**src/hw/rtl/swp_ram.sv**
```systemverilog
// Generic single write port, single read port RAM with registered read data.
`default_nettype none

module swp_ram #(
    parameter int WIDTH = 32,
    parameter int DEPTH = 64
) (
    input  wire logic                     clk,
    input  wire logic                     wr_en,
    input  wire logic [$clog2(DEPTH)-1:0] wr_addr,
    input  wire logic [WIDTH-1:0]         wr_data,
    input  wire logic [$clog2(DEPTH)-1:0] rd_addr,
    output logic      [WIDTH-1:0]         rd_data
);

    logic [WIDTH-1:0] mem [DEPTH];

    always_ff @(posedge clk)
    begin
        if (wr_en)
        begin
            mem[wr_addr] <= wr_data;
        end
        rd_data <= mem[rd_addr];
    end

endmodule

`default_nettype wire

```
**config.mk**
```make
export PLATFORM = sky130hd
export DESIGN_NAME = swp_ram
export DESIGN_NICKNAME = d
export VERILOG_FILES = /design/src/hw/rtl/swp_ram.sv
export SDC_FILE = /design/constraint.sdc
export NUM_CORES = 2
export LEC_CHECK = 0
export BUFFER_PORTS_ARGS = -buffer_cell sky130_fd_sc_hd__buf_2
export CAP_MARGIN = 20
export CELL_PAD_IN_SITES_DETAIL_PLACEMENT = 0
export CELL_PAD_IN_SITES_GLOBAL_PLACEMENT = 2
export CORE_MARGIN = 5
export CORE_UTILIZATION = 46
export CTS_CLUSTER_DIAMETER = 120
export DETAILED_ROUTE_END_ITERATION = 8
export PLACE_DENSITY_LB_ADDON = 0.3
export SYNTH_ARGS = -nofsm -noshare
export SYNTH_HDL_FRONTEND = slang
export SYNTH_SLANG_ARGS = --single-unit
```
**constraint.sdc**
```tcl
create_clock -name clk -period 3 [get_ports clk]
set_input_delay 0.15 -clock clk [delete_from_list [all_inputs] [get_ports clk]]
set_output_delay 0.15 -clock clk [all_outputs]
set_load 0.02 [all_outputs]
```
* After elaboration in Yosys (flattened, before gate mapping)
Memory sizes are Yosys's and may differ from the RTL's. A register that Yosys moved wholly into a read port is not among the register bits.
Cells that the tools add are included.
** Word-level totals
- Register bits after elaboration :: 0
- Bits in writable memories :: 2048
- Input port bits :: 46
- Output and inout port bits :: 32
- Logic and storage cells :: 3
- Memories kept :: 1
** Cells by class
- Mux-type cells :: 2
** Memories
- mem :: depth 64, bits a word 32, rd ports 1, clocked after Yosys merged registers in 1, write ports 1, line 16 : logic [WIDTH-1:0] mem [DEPTH];
** Operators by type and width (number)
- $mux W1 :: 2

* Longest topological paths before layout
- Word-level depth :: 2
- Gate-level depth with buffers :: 10
- Gate-level depth less buffers :: 5

* Worst setup path after synthesis
OpenSTA, ideal clock, no wires.
- Path kind :: in2reg
- Start point :: input wr_addr[3]
- End point :: memory mem[48][0] (enable)
- Library setup time :: 0.461 ns
- Data arrival time :: 2.849 ns
- Data required time :: 2.539 ns
- Setup slack :: -0.310 ns
- Stages on the path :: 4
- Buffers on the path :: 1
- Cell sequence :: clkbuf_1 > nor2b_1 > nand4b_1 > nor3_1
** RTL lines
- start, declared :: line 10 : input wire logic [$clog2(DEPTH)-1:0] wr_addr,
- end, declared :: line 16
No word-level cell before the write port.

==> impl_results.md <==
- Syn_area_per_cell: 23.6 µm²
- Initial antenna violation count: 8
- Total gr overflow: 0
- First-pass GRT wire length: 295 mm
- Clk sinks: 2080
- Hold endpoint: mem[27][12]
- Setup bufs post-CTS: 0
- Crit-path slowest cell: o22ai_1
- Path type of the worst setup path: flop to flop
- CTS tree: yes
- PostCTS Resize Cnt: 0
- Worst-path clk slew: 0.06 ns
- DP Wirelength: 118 mm
- Vias in the first global route: 38830
- Period utilization: 0.821
- Worst vdd ir: 0.589 mV
- Clk Latency, worst-skew pair: 0.84 ns
- Final GP Congestion: 0.797
- Clk buf depth: 3
- Total power: 60.4 mW
- Iter 0 DRT Violations: 5039
- Post-Route WL: 210 mm
- Initial core utilization: 0.463
- Max cap viols: 0
- Pin count of the biggest net entering global routing: 68
- Finished layout cell area: 91300 µm²
- Chip height: 423 µm
- Area grow syn2layout: 16.3%
- Final Hold Fails: 0
- Worst reg2reg startpoint: mem[28][29]
- Vias: 37628
- Post-Syn Area: 78500 µm²
- Final cell count without fillers: 6114
- Hold path cells: 1
- CP max stage delay: 0.76 ns
- Synth warn: 0
- Post-route ant nets: 0
- Die area: 179000 µm²
- Req. time, crit path: 3.66 ns
- Cell Rows: 151
- PwrDens: 661 nW/µm²
- GRT Total Usage: 0.235
- Reg2reg path depth: 4
- Peak Freq: 406 MHz
- Final Slew Violations: 0
- Min-delay src: wr_data[12]
- Status: completed
- Register bit total from synthesis: 2080
- Layout cells sized above 1: 0.319
- CTS buffer count: 203
- Finish-stage setup viols: 0
- First-pass DRT Iterations: 5
- Core area: 170000 µm²
- Crit end category: flop
- Placed cells: 5686
- Clk_skew: 0.0290 ns
- Top Ports: 78
- Critical Path Most Common Cell: mux4_2
- Hold_buf cts: 10
- Delay-heaviest family, CP: multiplexers
- Final core utilization: 0.538
- Leakage: 28.7 nW
- Placed inst area: 84100 µm²
- Worst Path Arrival: 3.13 ns
- Rel. slew slack: 0.246
- WL/cell: 34.3 µm
- Hold crit path type: input port to flop
- Cell Chain, Critical Path: mux4_2 > mux4_2 > o22ai_1 > nor2_1
- Post-synth net total: 3370
- DR vias/cell: 6.15
- Nets: 3769
- Buf+Inv Stages, Crit Path: 0
- Worst-Margin Slew: 1.13 ns
- Reg2reg end: rd_data[29]
- Syn Inst Count: 3324
- Maximum fanout along the worst path: 1
- RSZ-0062 raised after global routing: no
- DRC errors left: 0
- Die width: 423 µm
- Element type at the critical path start: flop
- Reg2Reg Setup Slack: 0.54 ns
- H-tree Lvls: 4
- Post-layout min period: 2.46 ns
- Root buf cell: clkbuf_16
- PortBufs: 77
- Yosys cell types: 34
- Share of the yosys chip area belonging to registers: 0.791
## synthesized netlist by cell type (all sizes together)
library cell / number / area [µm²]
nand2: 26 / 97.6
and3: 4 / 25.0
mux2i: 93 / 931
edfxtp: 2048 / 61500
clkbuf: 74 / 278
mux4: 544 / 12300
dfxtp: 32 / 641
buf: 108 / 608
a31oi: 1 / 6.26
and2: 2 / 12.5
o221ai: 27 / 236
nand2b: 8 / 50.1
nor2b: 15 / 93.8
or3b: 5 / 43.8
o32ai: 4 / 35.0
nand3: 5 / 25.0
nor2: 137 / 514
or3: 3 / 18.8
a21oi: 62 / 310
nand4: 2 / 12.5
a311oi: 8 / 70.1
a22oi: 12 / 90.1
nor3: 7 / 35.0
or2: 3 / 18.8
a41o: 4 / 40.0
nand3b: 5 / 37.5
nand4b: 1 / 8.76
o22ai: 84 / 526
## layout by cell type, fill, tap and decap left out, types with 8 or more instances in the layout
cell	instances
bufinv_16	16
dfxtp_1	32
nor2_4	62
clkinv_2	36
o22ai_1	84
clkbuf_8	8
clkinv_1	51
dlygate4sd3_1	30
edfxtp_1	2048
nor2_1	75
o221ai_1	27
buf_2	73
a21oi_1	62
mux2i_1	93
clkbuf_1	40
buf_12	90
nor2b_1	15
a22oi_1	12
mux4_2	544
a311oi_1	8
nand2_1	26
clkbuf_16	206
buf_4	178
## worst max-delay path by stage
stage | depth (start not counted) | slack (ns) | end | from
3_5_place_dp | 7 | -0.05 | rd_data[11] | rd_addr[3]
5_1_grt | 4 | 0.59 | rd_data[29] | mem[28][29]
3_3_place_gp | 7 | -0.06 | rd_data[11] | rd_addr[3]
6_report | 4 | 0.54 | rd_data[29] | mem[28][29]
2_1_floorplan | 4 | 0.20 | mem[39][0] | wr_addr[5]
4_1_cts | 4 | 0.55 | rd_data[29] | mem[22][29]
## state kept, by name, indices dropped and copies added (netlist names)
name / cells
mem: 2048
rd_data: 32
## report_power, final
group | internal [mW] | total (mW) | switching [mW]
logic | 1.28 | 3.27 | 1.99
clock network | 14.2 | 24.8 | 10.7
registers | 32.2 | 32.3 | 0.108
total | 47.6 | 60.4 | 12.8
## through the flow
step / hold slack (ns) / setup WS, ns / TNS, ns
4_1_cts: 0.0347 / 0.548 / 0
3_3_place_gp: 0.573 / -0.0555 / -0.0555
5_1_grt: 0.0726 / 0.595 / 0
2_1_floorplan: 0.249 / 0.198 / 0
6_report: 0.0718 / 0.537 / 0
3_5_place_dp: 0.567 / -0.0519 / -0.0519
## layer usage
layer,vias up,wire length [µm],track usage
li1,15099,-,-
met1,20393,81700,0.318
met2,1833,104000,0.388
met3,301,17600,0.0485
met4,2,6550,0.0744
met5,-,10,0
## cells by family after synthesis
kind of cell,count (synthesis),share of synthesized area
multiplexers,637,0.168
AO/OA/AOI/OAI,202,0.0167
buffers and inverters,182,0.0113
AND/OR/NAND/NOR,223,0.0127
flip-flops,2080,0.791
## area by class of cell
class / count / area (µm²)
sequential: 2080 / 62100
antenna: 3 / 7.51
tap: 2218 / 2780
clock buffer: 254 / 5420
timing repair buffer: 376 / 3900
clock inverter: 121 / 1080
fill: 12603 / 78400
multi-input combinational: 1062 / 16000
(Power assumes the default switching activity.)
