## src/hw/rtl/swp_pkg.sv

```systemverilog
// Shared constants, types and helpers for the sliding window percentile block.
`default_nettype none

package swp_pkg;

    localparam int WINDOW_MAX  = 64;
    localparam int SAMPLE_BITS = 32;

    // Slot index into the window and counter that can hold the depth itself.
    localparam int IDX_BITS   = $clog2(WINDOW_MAX);
    localparam int COUNT_BITS = $clog2(WINDOW_MAX + 1);

    // Configuration port.
    localparam int CFG_BITS       = 7;
    localparam int CFG_INDEX_BITS = 2;
    localparam int CALC_BITS      = (CFG_BITS > COUNT_BITS) ? CFG_BITS : COUNT_BITS;

    localparam logic [CFG_INDEX_BITS-1:0] REG_WINDOW_LENGTH = 2'd0;
    localparam logic [CFG_INDEX_BITS-1:0] REG_RANK          = 2'd1;

    localparam logic [CFG_BITS-1:0] WINDOW_LENGTH_RESET = 7'd14;
    localparam logic [CFG_BITS-1:0] RANK_RESET          = 7'd1;

    typedef logic signed [SAMPLE_BITS-1:0] sample_t;
    typedef logic [IDX_BITS-1:0]           idx_t;
    typedef logic [COUNT_BITS-1:0]         count_t;
    typedef logic [CFG_BITS-1:0]           cfg_t;

    // Broadcast from the controller to every cell of the sorted chain.
    typedef struct packed {
        logic    load;     // update the cell registers this cycle
        logic    steady;   // window full: evict and insert, else plain insert
        sample_t nv;       // sample being inserted
        sample_t ov;       // sample being evicted
        count_t  fill;     // number of occupied cells
    } cell_ctrl_t;

    // What a cell shows to its two neighbors.
    typedef struct packed {
        sample_t value;      // stored sample
        logic    keep;       // occupied and not above the new sample
        logic    below_old;  // strictly below the evicted sample, not the last cell
    } cell_link_t;

endpackage

`default_nettype wire

```

## src/hw/rtl/swp_cell.sv

```systemverilog
// One cell of the sorted chain: holds one sample and shifts with its neighbors.
`default_nettype none

module swp_cell (
    input  wire logic                clk,
    input  wire swp_pkg::idx_t       position,
    input  wire swp_pkg::cell_ctrl_t ctrl,
    input  wire swp_pkg::cell_link_t from_left,
    input  wire swp_pkg::cell_link_t from_right,
    output swp_pkg::cell_link_t      link
);

    swp_pkg::sample_t value_reg;
    swp_pkg::sample_t value_next;
    swp_pkg::count_t  pos_ext;
    logic             occupied;
    logic             not_last;
    logic             keep;
    logic             below_old;

    assign pos_ext   = swp_pkg::COUNT_BITS'(position);
    assign occupied  = pos_ext < ctrl.fill;
    assign not_last  = swp_pkg::COUNT_BITS'(pos_ext + 1'b1) < ctrl.fill;
    assign keep      = occupied && !($signed(ctrl.nv) < $signed(value_reg));
    assign below_old = not_last && ($signed(value_reg) < $signed(ctrl.ov));

    assign link.value     = value_reg;
    assign link.keep      = keep;
    assign link.below_old = below_old;

    // Cells in front of the insert point stay, the insert point takes the new
    // sample, and the cells between insert point and evicted entry move one
    // place toward the gap the eviction leaves.
    always_comb
    begin
        value_next = value_reg;
        if (!ctrl.steady)
        begin
            if (!keep)
            begin
                value_next = from_left.keep ? ctrl.nv : from_left.value;
            end
        end
        else
        begin
            if (!below_old && from_right.keep)
            begin
                value_next = from_right.value;
            end
            else if (!below_old && keep)
            begin
                value_next = ctrl.nv;
            end
            else if (!keep && from_left.keep && from_left.below_old)
            begin
                value_next = ctrl.nv;
            end
            else if (!from_left.keep && from_left.below_old)
            begin
                value_next = from_left.value;
            end
        end
    end

    always_ff @(posedge clk)
    begin
        if (ctrl.load)
        begin
            value_reg <= value_next;
        end
    end

endmodule

`default_nettype wire

```

## config.mk

```make
export PLATFORM = sky130hd
export DESIGN_NAME = swp_cell
export DESIGN_NICKNAME = d
export VERILOG_FILES = /design/src/hw/rtl/swp_pkg.sv /design/src/hw/rtl/swp_cell.sv
export SDC_FILE = /design/constraint.sdc
export NUM_CORES = 1
export LEC_CHECK = 0
export BUFFER_PORTS_ARGS = -buffer_cell sky130_fd_sc_hd__buf_2
export CAP_MARGIN = 20
export CORE_MARGIN = 5
export CORE_UTILIZATION = 45
export DETAILED_ROUTE_END_ITERATION = 6
export PLACE_DENSITY = 0.77
export SLEW_MARGIN = 20
export SYNTH_ARGS = -nofsm -noshare
export SYNTH_HDL_FRONTEND = slang
export SYNTH_SLANG_ARGS = --single-unit
```

## constraint.sdc

```tcl
create_clock -name clk -period 4.6 [get_ports clk]
set_input_delay 1.15 -clock clk [delete_from_list [all_inputs] [get_ports clk]]
set_output_delay 1.15 -clock clk [all_outputs]
set_load 0.01 [all_outputs]
```

## Word level (Yosys, flattened, before mapping)

Cells that the tools add are included.

- Add/subtract/negate cells: 1
- Multipliers: 0
- Divide/modulo/power cells: 0
- $lt $le $gt $ge: 4
- Equality and inequality tests: 2
- Shifts and indexed selects: 0
- Multiplexer cells: 7
- Bitwise logic cells: 0
- Reduce and logical (&&, ||, !) cells: 12

Operators by type and width:

| cell | count |
|---|---|
| $mux 32 | 7 |
| $lt 32x32->1 | 2 |
| $add 6x1->7 const B | 1 |
| $logic_and 1x1->1 | 7 |
| $lt 6x7->1 | 1 |
| $lt 7x7->1 | 1 |
| $ne 5x1->1 const B | 1 |
| $logic_not 1->1 | 4 |
| $reduce_and 3->1 | 1 |
| $ne 2x1->1 const B | 1 |

- Register bits: 32
- Latch bits: 0
- RAM bits: 0
- ROM bits: 0
- Bits of input ports: 148
- Output and inout bits: 34
- Memories kept: 0

## Logic depth before layout (Yosys ltp)

Gate-level depths: netlist of the first run.

- Depth in word-level cells: 10
- Mapped depth: 14
- Mapped depth without buffers: 13

## Least setup slack after synthesis of the first run

Ideal clock, no wire load.

- Path kind: input -> register
- From: in ctrl[53] in the netlist's numbering
- To: reg value_reg[0], enable pin
- Library setup time: 387 ps
- Data arrival time: 3772 ps
- Required time: 4213 ps
- Slack: 441 ps
- Stages on the path: 10
- Buffers on the path: 1
- Path through: ha_1 -> a21oi_1 -> nand2_1 -> a221o_1 -> a31oi_1 -> o21ai_1 -> mux2_4 -> o221ai_2 -> buf_4 -> o211a_1

- Word-level cells in the longest chain between the ends: 8
- Elaborated cells on any way between the ends: 10
- Those cells by class: order compare (1); eq/ne (2); reduce/logical (7)

RTL lines:

| item | RTL line | source |
|---|---|---|
| start: declaration | swp_cell.sv:7 | `input wire swp_pkg::cell_ctrl_t ctrl,` |
| $lt 32x32->1 * | swp_cell.sv:24 | `assign keep = occupied && !($signed(ctrl.nv) < $signed(value_reg));` |
| $logic_not 1->1 * | swp_cell.sv:24 |  |
| $logic_and 1x1->1 * | swp_cell.sv:24 |  |
| named net keep | swp_cell.sv:18 | `logic keep;` |
| $logic_not 1->1 | swp_cell.sv:54 | `else if (!keep && from_left.keep && from_left.below_old)` |
| $logic_and 1x1->1 (2 in series) | swp_cell.sv:54 |  |
| $ne 5x1->1 (no source line) | n/a |  |
| $reduce_and 3->1 (no source line) * | n/a |  |
| end signal: assignment | swp_cell.sv:69 | `value_reg <= value_next;` |
| end: declaration | swp_cell.sv:13 | `swp_pkg::sample_t value_reg;` |

Mark *: on every way through the listed nets, which the timed path passes. The rest lies on a longest branch.
A chain may end at the register's enable or synchronous reset.

==> results of run 1 <==
[power by group through the flow]
| stage | clock [mW] | combinational (mW) | sequential (mW) |
|---|---|---|---|
| after floorplan | 0 | 0.452 | 0.454 |
| after global placement | 0 | 0.676 | 0.438 |
| after detailed placement | 0 | 0.702 | 0.441 |
| after CTS | 0.282 | 0.706 | 0.435 |
| after global routing | 0.295 | 0.785 | 0.441 |
| final | 0.272 | 0.697 | 0.435 |
[cell usage in the layout (no fill, tap or decap), types with 2 or more instances in the layout]
master,n
buf_4,5
nor2b_1,2
o21a_1,4
ha_1,74
nand3_1,6
a21o_1,4
edfxtp_1,32
nand4_1,4
nor2_1,9
inv_1,71
nand2b_1,5
a21oi_1,26
a221oi_1,3
o21ai_1,5
clkbuf_8,5
and4_1,2
o221a_1,32
nand2_1,29
and3_1,2
xnor2_1,3
mux2i_4,2
buf_2,180
o21ai_0,9
mux2_2,32
a211oi_1,3
nor4_1,2
nor3_1,2
o22a_1,32
[cells by family after synthesis]
group / count (synthesis) / synth area share, %
AO/OA/AOI/OAI: 127 / 25.2
buffers and inverters: 90 / 9.29
adder cells (fa/ha/maj): 74 / 22.4
AND/OR/NAND/NOR: 68 / 8.89
multiplexers: 35 / 10.2
flip-flops: 32 / 23.2
XOR/XNOR: 4 / 0.847
[worst min-delay path by stage]
stage / depth (start not counted) / slack (ns) / startpoint / end
finish: 2 / 1.21 / from_left[8] / value_reg[6]
global route: 2 / 1.20 / from_left[6] / value_reg[4]
CTS: 2 / 1.20 / from_left[6] / value_reg[4]
detailed placement: 2 / 1.50 / from_left[6] / value_reg[4]
global placement: 2 / 1.50 / from_left[13] / value_reg[11]
floorplan: 5 / 1.32 / value_reg[31] / value_reg[0]
[worst register-to-register path, stage by stage (launching register included)]
cell and delay, ns:
edfxtp_1 0.43, ha_1 0.34, and4_1 0.21, nor4b_2 0.17, a221oi_1 0.25, o21ai_1 0.12
a31oi_2 0.23, mux2i_4 0.40, nand2b_1 0.20, nand3_4 0.36, o221a_1 0.46
[synthesized netlist by cell type, types with 6 or more instances]
cell type	n	area, um^2
mux2_2	32	360
nor2_1	9	33.8
clkbuf_1	7	26.3
o22a_1	32	280
inv_1	71	267
o21ai_0	9	45.0
o221a_1	32	360
a21oi_1	26	130
edfxtp_1	32	961
ha_1	74	926
nand3_1	6	30.0
nand2_1	29	109
[final cells by class]
| class | count | area share, % |
|---|---|---|
| Inverter | 71 | 5.11 |
| Timing Repair Buffer | 185 | 18.0 |
| Sequential cell | 32 | 18.4 |
| Clock inverter | 2 | 0.672 |
| Clock buffer | 6 | 1.39 |
| Multi-Input combinational cell | 308 | 53.7 |
| Tap cell | 111 | 2.66 |
[per-layer routing]
layer / global-route usage [%] / vias up / routed length, um
li1: - / 1973 / -
met1: 23.9 / 1820 / 4810
met2: 39.9 / 155 / 6260
met3: 4.16 / 12 / 842
met4: 4.90 / 2 / 106
met5: 0 / - / 13
[per-stage QoR]
stage / hold slack (ns) / std cells / utilization, % / power [mW]
floorplan: 1.32 / 430 / - / 0.906
global placement: 1.50 / 707 / 56.1 / 1.11
detailed placement: 1.50 / 707 / 56.1 / 1.14
CTS: 1.20 / 715 / 57.3 / 1.42
global route: 1.20 / 715 / 57.3 / 1.52
finish: 1.21 / 715 / 57.3 / 1.40
==> results.toml, run 1 <==
[outcome]
outcome = "completed"

[critical_path]
critPathBufInv = 2
critPathTopFamily = "compound AO/OA/AOI/OAI gates"
cp_cell_sequence = "buf_2 -> and3_1 -> nand3_1 -> xnor2_1 -> ha_1 -> a211oi_1 -> nand2_1 -> o21ai_0 -> a31o_2 -> nand2b_1 -> mux2i_4 -> buf_2"
cp-end-kind = "output port"
cp_common_cell = "buf_2"
required_ns = 3.45
arrival_ns = 3.18
rr_startpoint = "value_reg[26]"
cp-startpoint = "position[2]"
crit_cells = 12
cp_slowest_cell = "a211oi_1"
reg2reg_depth = 10
crit_fanout = 5
r2r_setup_slack_ns = 1.17
timing.rr.end = "value_reg[25]"
worstSetupPathType = "primary input to output port"
endpoint = "link[0]"
critPathMaxStageDelay_ns = 0.31
critPathLaunchType = "primary input"

[layout]
multi_input_area_mm2 = 0.00280
regArea_um2 = 961
stdcell_area_mm2 = 0.00522
syn2layout_area_growth_pct = 26.1
drive_gt1_share_pct = 38.9
nFillCells = 809
largest_reg_flops = 32
n_antenna_cell = 0
finalNetCount = 825

[clock_tree]
insertion_delay_ns = 0.28
path_clk_slew_ns = 0.08
cts_buffers = 5
cts_tree = "yes"
clock-root-buffer = "clkbuf_8"
clockBufferDepth = 2
clock-sinks = 32
htree_levels = 2
post_cts_hold_buffer_count = 0
cts_setup_buffers = 0
cts_resized = 0

[power]
power-per-cell-area_mw_per_mm2 = 269
leakage_nw = 2.63
intPower_uw = 885
p_switching_uw = 519
power_frac_comb_pct = 49.7
switching_share_pct = 37.0
p_clk_share_pct = 19.4
p_seq_share_pct = 30.9
ir_drop_mv = 0.128

[floorplan]
die_x_um = 106
num_io_pins = 182
die_y_um = 106
die_area_mm2 = 0.0112
start_util_pct = 45.4
coreArea_mm2 = 0.00911
num_rows = 35

[timing]
slew-limit-headroom_pct = 41.4
fin_setup_tns_ns = 0
period_needed_ns = 4.33
finalCritPeriodShare_pct = 94.2
setup-violations-final = 0
setup_slack_ns = 0.269
rsz0062_at_grt = "false"
hold_viol = 0
tightest_slew_ns = 0.879
slew_violations = 0
max_freq_ghz = 0.231
finClkSkew_ns = 0.00935

[yosys]
synth_edf_count = 32
synth-seq-cells = 32
postSynthCellCount = 430
synth-warning-count = 0
avgSynthCellArea_um2 = 9.62
async_reset_ff_share_pct = 0
synth_nets = 652
synth_cell_types = 45
synthFlopType = "edfxtp_1"
syn_area_mm2 = 0.00414
ys_seq_area_share_pct = 23.2

[route]
avgViaCountPerCell = 5.54
antenna_left = 0
routedWlPerCell_um = 16.8
post-route-drc-count = 0
initialDrtViolationCount = 118
vias = 3962
drtPass1Iterations = 4
drt-total-wl_mm = 12.0

[placement]
post-place-ws_ns = 0.250
gp_congestion = 0.820
dp_hpwl_mm = 9.77
dpl_cell_area_mm2 = 0.00511
io_buffers = 180

[global_routing]
overflow = 0
grt_antenna_before_repair = 1
grt_pass1_vias = 4130
grt_usage_pct = 21.0
grt_pass1_wl_mm = 19.1
grt_max_degree = 37

[hold_path]
hp-class = "primary input to flop"

[flow_run]
maxCapViolations = 0
No activity file was read; power rests on OpenSTA's default activity.
==> run 2, diff against run 1 <==
==> constraint.sdc (replaced) <==
create_clock -name clk -period 4.1 [get_ports clk]
set_input_delay 1.025 -clock clk [delete_from_list [all_inputs] [get_ports clk]]
set_output_delay 1.025 -clock clk [all_outputs]
set_load 0.01 [all_outputs]
==> run 2 against run 1 <==
  * Worst hold slack lost 0.12 ns
  * Via count grew 1.7%
  * Largest cell class unchanged
  * Die area is the same
  * Routed wire length grew 0.70%
  * Clock power shrank 12%
  * Final cell count grew 0.14%
  * Worst setup slack lost 0.12 ns
  * Global-route usage grew 0.079 points
  * Power grew 8.7%
  * First-iteration DRC count grew 22%
  * Register-to-register slack lost 0.30 ns
  * Utilization grew 0.069 points
==> results.toml, run 2 (synthesis results as in run 1) <==
[floorplan]
die_area_mm2 = 0.0112
num_rows = 35
die_x_um = 106
die_y_um = 106
start_util_pct = 45.4
num_io_pins = 182
coreArea_mm2 = 0.00911

[flow_run]
maxCapViolations = 0

[critical_path]
cp_cell_sequence = "buf_2 -> inv_1 -> ha_1 -> and4_1 -> nor4b_2 -> a221oi_1 -> o21ai_1 -> a31oi_2 -> mux2i_4 -> buf_2"
cp-end-kind = "output port"
cp_slowest_cell = "ha_1"
reg2reg_depth = 11
arrival_ns = 2.93
crit_fanout = 3
critPathLaunchType = "primary input"
required_ns = 3.07
crit_cells = 10
critPathBufInv = 3
critPathTopFamily = "compound AO/OA/AOI/OAI gates"
critPathMaxStageDelay_ns = 0.32
worstSetupPathType = "primary input to output port"
cp_common_cell = "buf_2"

[layout]
finalNetCount = 827
final_cell_mix = "180 x buf_2, 74 x ha_1, 71 x inv_1"
n_antenna_cell = 0
nFillCells = 842
syn2layout_area_growth_pct = 26.2
layout_commonest_cell = "buf_2"
drive_gt1_share_pct = 39.3
regArea_um2 = 961
multi_input_area_mm2 = 0.00281
largest_reg_flops = 32
post-route-util_pct = 57.3

[global_routing]
grt_antenna_before_repair = 1
grt_max_degree = 35
met2_usage_pct = 38.8
grt_pass1_wl_mm = 19.3
top_usage_layer = "met2"
met1_usage_pct = 24.1
grt_pass1_vias = 4279
use_met3_pct = 4.96
overflow = 0
grt_usage_pct = 21.1

[timing]
rsz0062_at_grt = "false"
slew-limit-headroom_pct = 38.8
slew_violations = 0
fin_setup_tns_ns = 0
finClkSkew_ns = 0.00910
setup-violations-final = 0
max_freq_ghz = 0.253
period_needed_ns = 3.95
hold_viol = 0
tightest_slew_ns = 0.918
finalCritPeriodShare_pct = 96.4

[route]
antenna_left = 0
post-route-drc-count = 0
drt-total-wl_mm = 12.1
routedWlPerCell_um = 16.9
drtPass1Iterations = 4
avgViaCountPerCell = 5.63
initialDrtViolationCount = 144
vias = 4029

[clock_tree]
clock-sinks = 32
cts_tree = "yes"
path_clk_slew_ns = 0.07
cts_resized = 0
clockBufferDepth = 2
clock-root-buffer = "clkbuf_8"
cts_buffers = 5
post_cts_hold_buffer_count = 0
htree_levels = 2
insertion_delay_ns = 0.28
cts_setup_buffers = 0

[power]
power-per-cell-area_mw_per_mm2 = 292
leakage_nw = 2.63
ir_drop_mv = 0.140

[hold_path]
hp-class = "primary input to flop"
holdPathStages = 2

[placement]
gp_congestion = 0.819
dp_hpwl_mm = 9.81
io_buffers = 180

[outcome]
outcome = "completed"
==> run 2: routing by layer <==
layer	vias to the layer above	routed length, um	share of wire, %
met5	-	7	0.058
met4	2	212	1.8
met3	18	798	6.6
met2	147	6130	51
met1	1888	4960	41
li1	1974	-	-
==> run 2: cell type report <==
cell class	instances	share of cell area, %
Multi-Input combinational cell	308	53.8
Clock inverter	2	0.240
Clock buffer	5	1.32
Sequential cell	32	18.4
Inverter	71	5.10
Timing Repair Buffer	187	18.5
Tap cell	111	2.66
==> run 2: metrics by stage <==
stage	cell area [um^2]	worst slack (ns)	total power [mW]	hold WS [ns]	cells
floorplan	4140	0.0658	1.02	1.28	430
global placement	5130	0.126	1.26	1.37	709
detailed placement	5130	0.115	1.29	1.38	709
CTS	5220	0.109	1.54	1.08	716
global route	5220	0.0165	1.65	1.08	716
finish	5220	0.148	1.53	1.09	716
==> run 2: power by group <==
| group | internal (mW) | switching, mW | total (mW) |
|---|---|---|---|
| Combinational | 0.382 | 0.418 | 0.800 |
| Sequential | 0.443 | 0.0439 | 0.487 |
| Clock | 0.115 | 0.125 | 0.240 |
==> run 2: worst reg2reg max path, delay by kind of cell (launching register included) <==
family                     cells  cell delay, ns
AOI/OAI and AO/OA              5            1.11
and+or+nand+nor                3            0.83
DFF                            1            0.43
adders and majority gates      1            0.34
buffers and inverters          1            0.17
muxes                          1            0.11
==> run 2: path summary, 6_finish.rpt <==
check,slack (ns),from,to
setup / recovery,0.15,ctrl[33],link[0]
hold / removal,1.09,from_left[14],value_reg[12]
hold reg to reg,1.69,value_reg[31],value_reg[31]
setup reg to reg,0.87,value_reg[26],value_reg[25]
==> run 3, diff against run 2 <==
--- a/config.mk
+++ b/config.mk
@@ -5,12 +5,12 @@
 export SDC_FILE = /design/constraint.sdc
 export NUM_CORES = 1
 export LEC_CHECK = 0
+export ABC_AREA = 1
 export BUFFER_PORTS_ARGS = -buffer_cell sky130_fd_sc_hd__buf_2
 export CAP_MARGIN = 20
-export CORE_MARGIN = 5
 export CORE_UTILIZATION = 45
 export DETAILED_ROUTE_END_ITERATION = 6
-export PLACE_DENSITY = 0.77
+export PLACE_DENSITY = 0.74
 export SLEW_MARGIN = 20
 export SYNTH_ARGS = -nofsm -noshare
 export SYNTH_HDL_FRONTEND = slang
==> run 3 against run 2 <==
  * Utilization is 1.1 points lower
  * Critical path depth rose by 4
  * Non-clock buffer count up 3
  * Worst setup slack improved by 0.16 ns
  * Cell area is 11% higher
  * Flip-flop and latch count did not move
  * Clock skew rose by 0.0021 ns
  * Synthesized cell count rose by 70%
  * Sequential power about the same
  * Largest power group unchanged
==> results.toml, run 3 <==
[layout]
largest_reg_flops = 32
layout_commonest_cell = "buf_2"
drive_gt1_share_pct = 24.6
syn2layout_area_growth_pct = 21.4
finalNetCount = 1115
final_cell_mix = "180 x buf_2, 136 x nand2_1, 128 x inv_1, 96 x nand3_1, 81 x nor2_1"

[critical_path]
critPathBufInv = 5
worstSetupPathType = "primary input to output port"
cp_cell_sequence = "buf_2 -> ha_1 -> nand3_1 -> xor2_1 -> inv_1 -> ha_1 -> nand2_1 -> inv_1 -> nor2_1 -> o21ai_0 -> a21oi_1 -> nand3_2 -> inv_2 -> buf_2"
critPathLaunchType = "primary input"
r2r_setup_slack_ns = 1.12
critPathTopFamily = "adder cells"
cp_slowest_cell = "ha_1"
arrival_ns = 2.77
crit_fanout = 4
required_ns = 3.07
cp-end-kind = "output port"
critPathMaxStageDelay_ns = 0.28

[route]
post-route-drc-count = 0
drt-total-wl_mm = 13.2
wl_met1_mm = 5.91
vias = 5172
routedWlPerCell_um = 12.8
drtPass1Iterations = 7
antenna_left = 0
met2_wirelength_mm = 6.14
highest_layer = "met4"
initialDrtViolationCount = 329
avgViaCountPerCell = 5.02
wl_met3_um = 909

[clock_tree]
clockBufferDepth = 2
clock-sinks = 32
post_cts_hold_buffer_count = 0
cts_setup_buffers = 0
insertion_delay_ns = 0.29
path_clk_slew_ns = 0.08
htree_levels = 2
cts_resized = 0
clock-root-buffer = "clkbuf_8"
cts_tree = "yes"
cts_buffers = 5

[placement]
post-place-ws_ns = 0.317
gp_congestion = 0.841
dp_hpwl_mm = 10.2
io_buffers = 180

[yosys]
async_reset_ff_share_pct = 0
yosysTopAreaCell = "edfxtp_1"
netlist_top_cells_count = "137 x nand2_1, 128 x inv_1, 96 x nand3_1"
syn_area_mm2 = 0.00476
postSynthCellCount = 731
synth_nets = 953
synth.area.top_cells = "edfxtp_1 20%, ha_1 19%, nand2_1 11%"
synthFlopType = "edfxtp_1"
synthMostInstantiatedCell = "nand2_1"
synth-seq-cells = 32
avgSynthCellArea_um2 = 6.51
synth_cell_types = 28
ys_seq_area_share_pct = 20.2
synth-warning-count = 0
synth_edf_count = 32
synth_top_area_share_pct = 20.2

[timing]
hold_viol = 0
period_needed_ns = 3.79
finalCritPeriodShare_pct = 92.5
slew-limit-headroom_pct = 34.1
holdWs_ns = 1.06
finClkSkew_ns = 0.0112
rsz0062_at_grt = "false"
slew_violations = 0
setup-violations-final = 0
max_freq_ghz = 0.264
tightest_slew_ns = 0.987
setup_slack_ns = 0.306
fin_setup_tns_ns = 0

[global_routing]
overflow = 0
grt_pass1_wl_mm = 21.8
grt_max_degree = 41
grt_antenna_before_repair = 3
grt_pass1_vias = 4718
grt_usage_pct = 24.2

[floorplan]
num_rows = 37
coreArea_mm2 = 0.0103
num_io_pins = 182
die_y_um = 105
start_util_pct = 46.3
die_area_mm2 = 0.0110
die_x_um = 105

[outcome]
outcome = "completed"

[power]
ir_drop_mv = 0.166
p_seq_share_pct = 28.5
intPower_uw = 932
power_frac_comb_pct = 57.0
p_clk_share_pct = 14.5
leakage_nw = 3.42
power-per-cell-area_mw_per_mm2 = 294
p_switching_uw = 770
switching_share_pct = 45.2

[hold_path]
hp-class = "primary input to flop"

[flow_run]
maxCapViolations = 0
## run 3: changes by cell type in the layout (fill, tap and decap cells not counted), sizes merged, moves of 4 or more
cell,delta
o21ai,+60
a21oi,+10
nand2b,-6
o22a,-32
nor2,+72
mux2,-33
o221a,-32
nand2,+114
inv,+59
a21o,-4
nand3,+101
## run 3: metrics by stage
step	std cells	util, %	power (mW)	cell area, um^2
floorplan	731	-	1.19	4770
global placement	1022	55.4	1.45	5700
detailed placement	1022	55.4	1.46	5700
CTS	1030	56.2	1.71	5780
global route	1031	56.2	1.87	5780
finish	1031	56.2	1.70	5780
## run 3: final cells by class
cell class,count,area [um^2]
clock buffers,5,68.8
inverters,130,488
multi-input cells,534,3100
diodes,1,2.50
repair buffers,190,976
fillers,1069,4500
well taps,136,170
clock inverters,3,13.8
flip-flops and latches,32,961
## run 3: worst min-delay path, cell delays in order
cell and delay, ns:
buf_2 0.10, o21ai_0 0.07, nand2_1 0.06
## run 3: kinds of logic (layout without fill, tap and decap cells)
| group | count (synthesis) | in the layout | share of synthesized area (%) |
|---|---|---|---|
| simple gates | 341 | 341 | 32.0 |
| buf+inv | 165 | 328 | 15.1 |
| compound gates | 115 | 115 | 12.5 |
| fa+ha+maj | 74 | 74 | 19.4 |
| flops | 32 | 32 | 20.2 |
| xor+xnor | 4 | 4 | 0.736 |
| other cells | 0 | 1 | 0 |
## run 3: path summary, 6_finish.rpt
check,cells after the start,to,from
hold / removal,3,value_reg[4],ctrl[43]
setup / recovery,14,link[0],position[0]
setup reg to reg,16,value_reg[9],value_reg[5]
hold reg to reg,7,value_reg[31],value_reg[31]
## run 3: power groups by stage
| stage | combinational [mW] | sequential, mW | clock (mW) |
|---|---|---|---|
| 2_1_floorplan | 0.682 | 0.509 | 0 |
| 3_3_place_gp | 0.951 | 0.494 | 0 |
| 3_5_place_dp | 0.965 | 0.495 | 0 |
| 4_1_cts | 0.971 | 0.488 | 0.251 |
| 5_1_grt | 1.11 | 0.494 | 0.261 |
| 6_report | 0.969 | 0.486 | 0.247 |
## run 3: per-layer routing
layer	vias to the layer above	GRT usage (%)
li1	2713	-
met1	2242	32.7
met2	201	41.0
met3	16	2.81
met4	0	6.04
met5	-	0
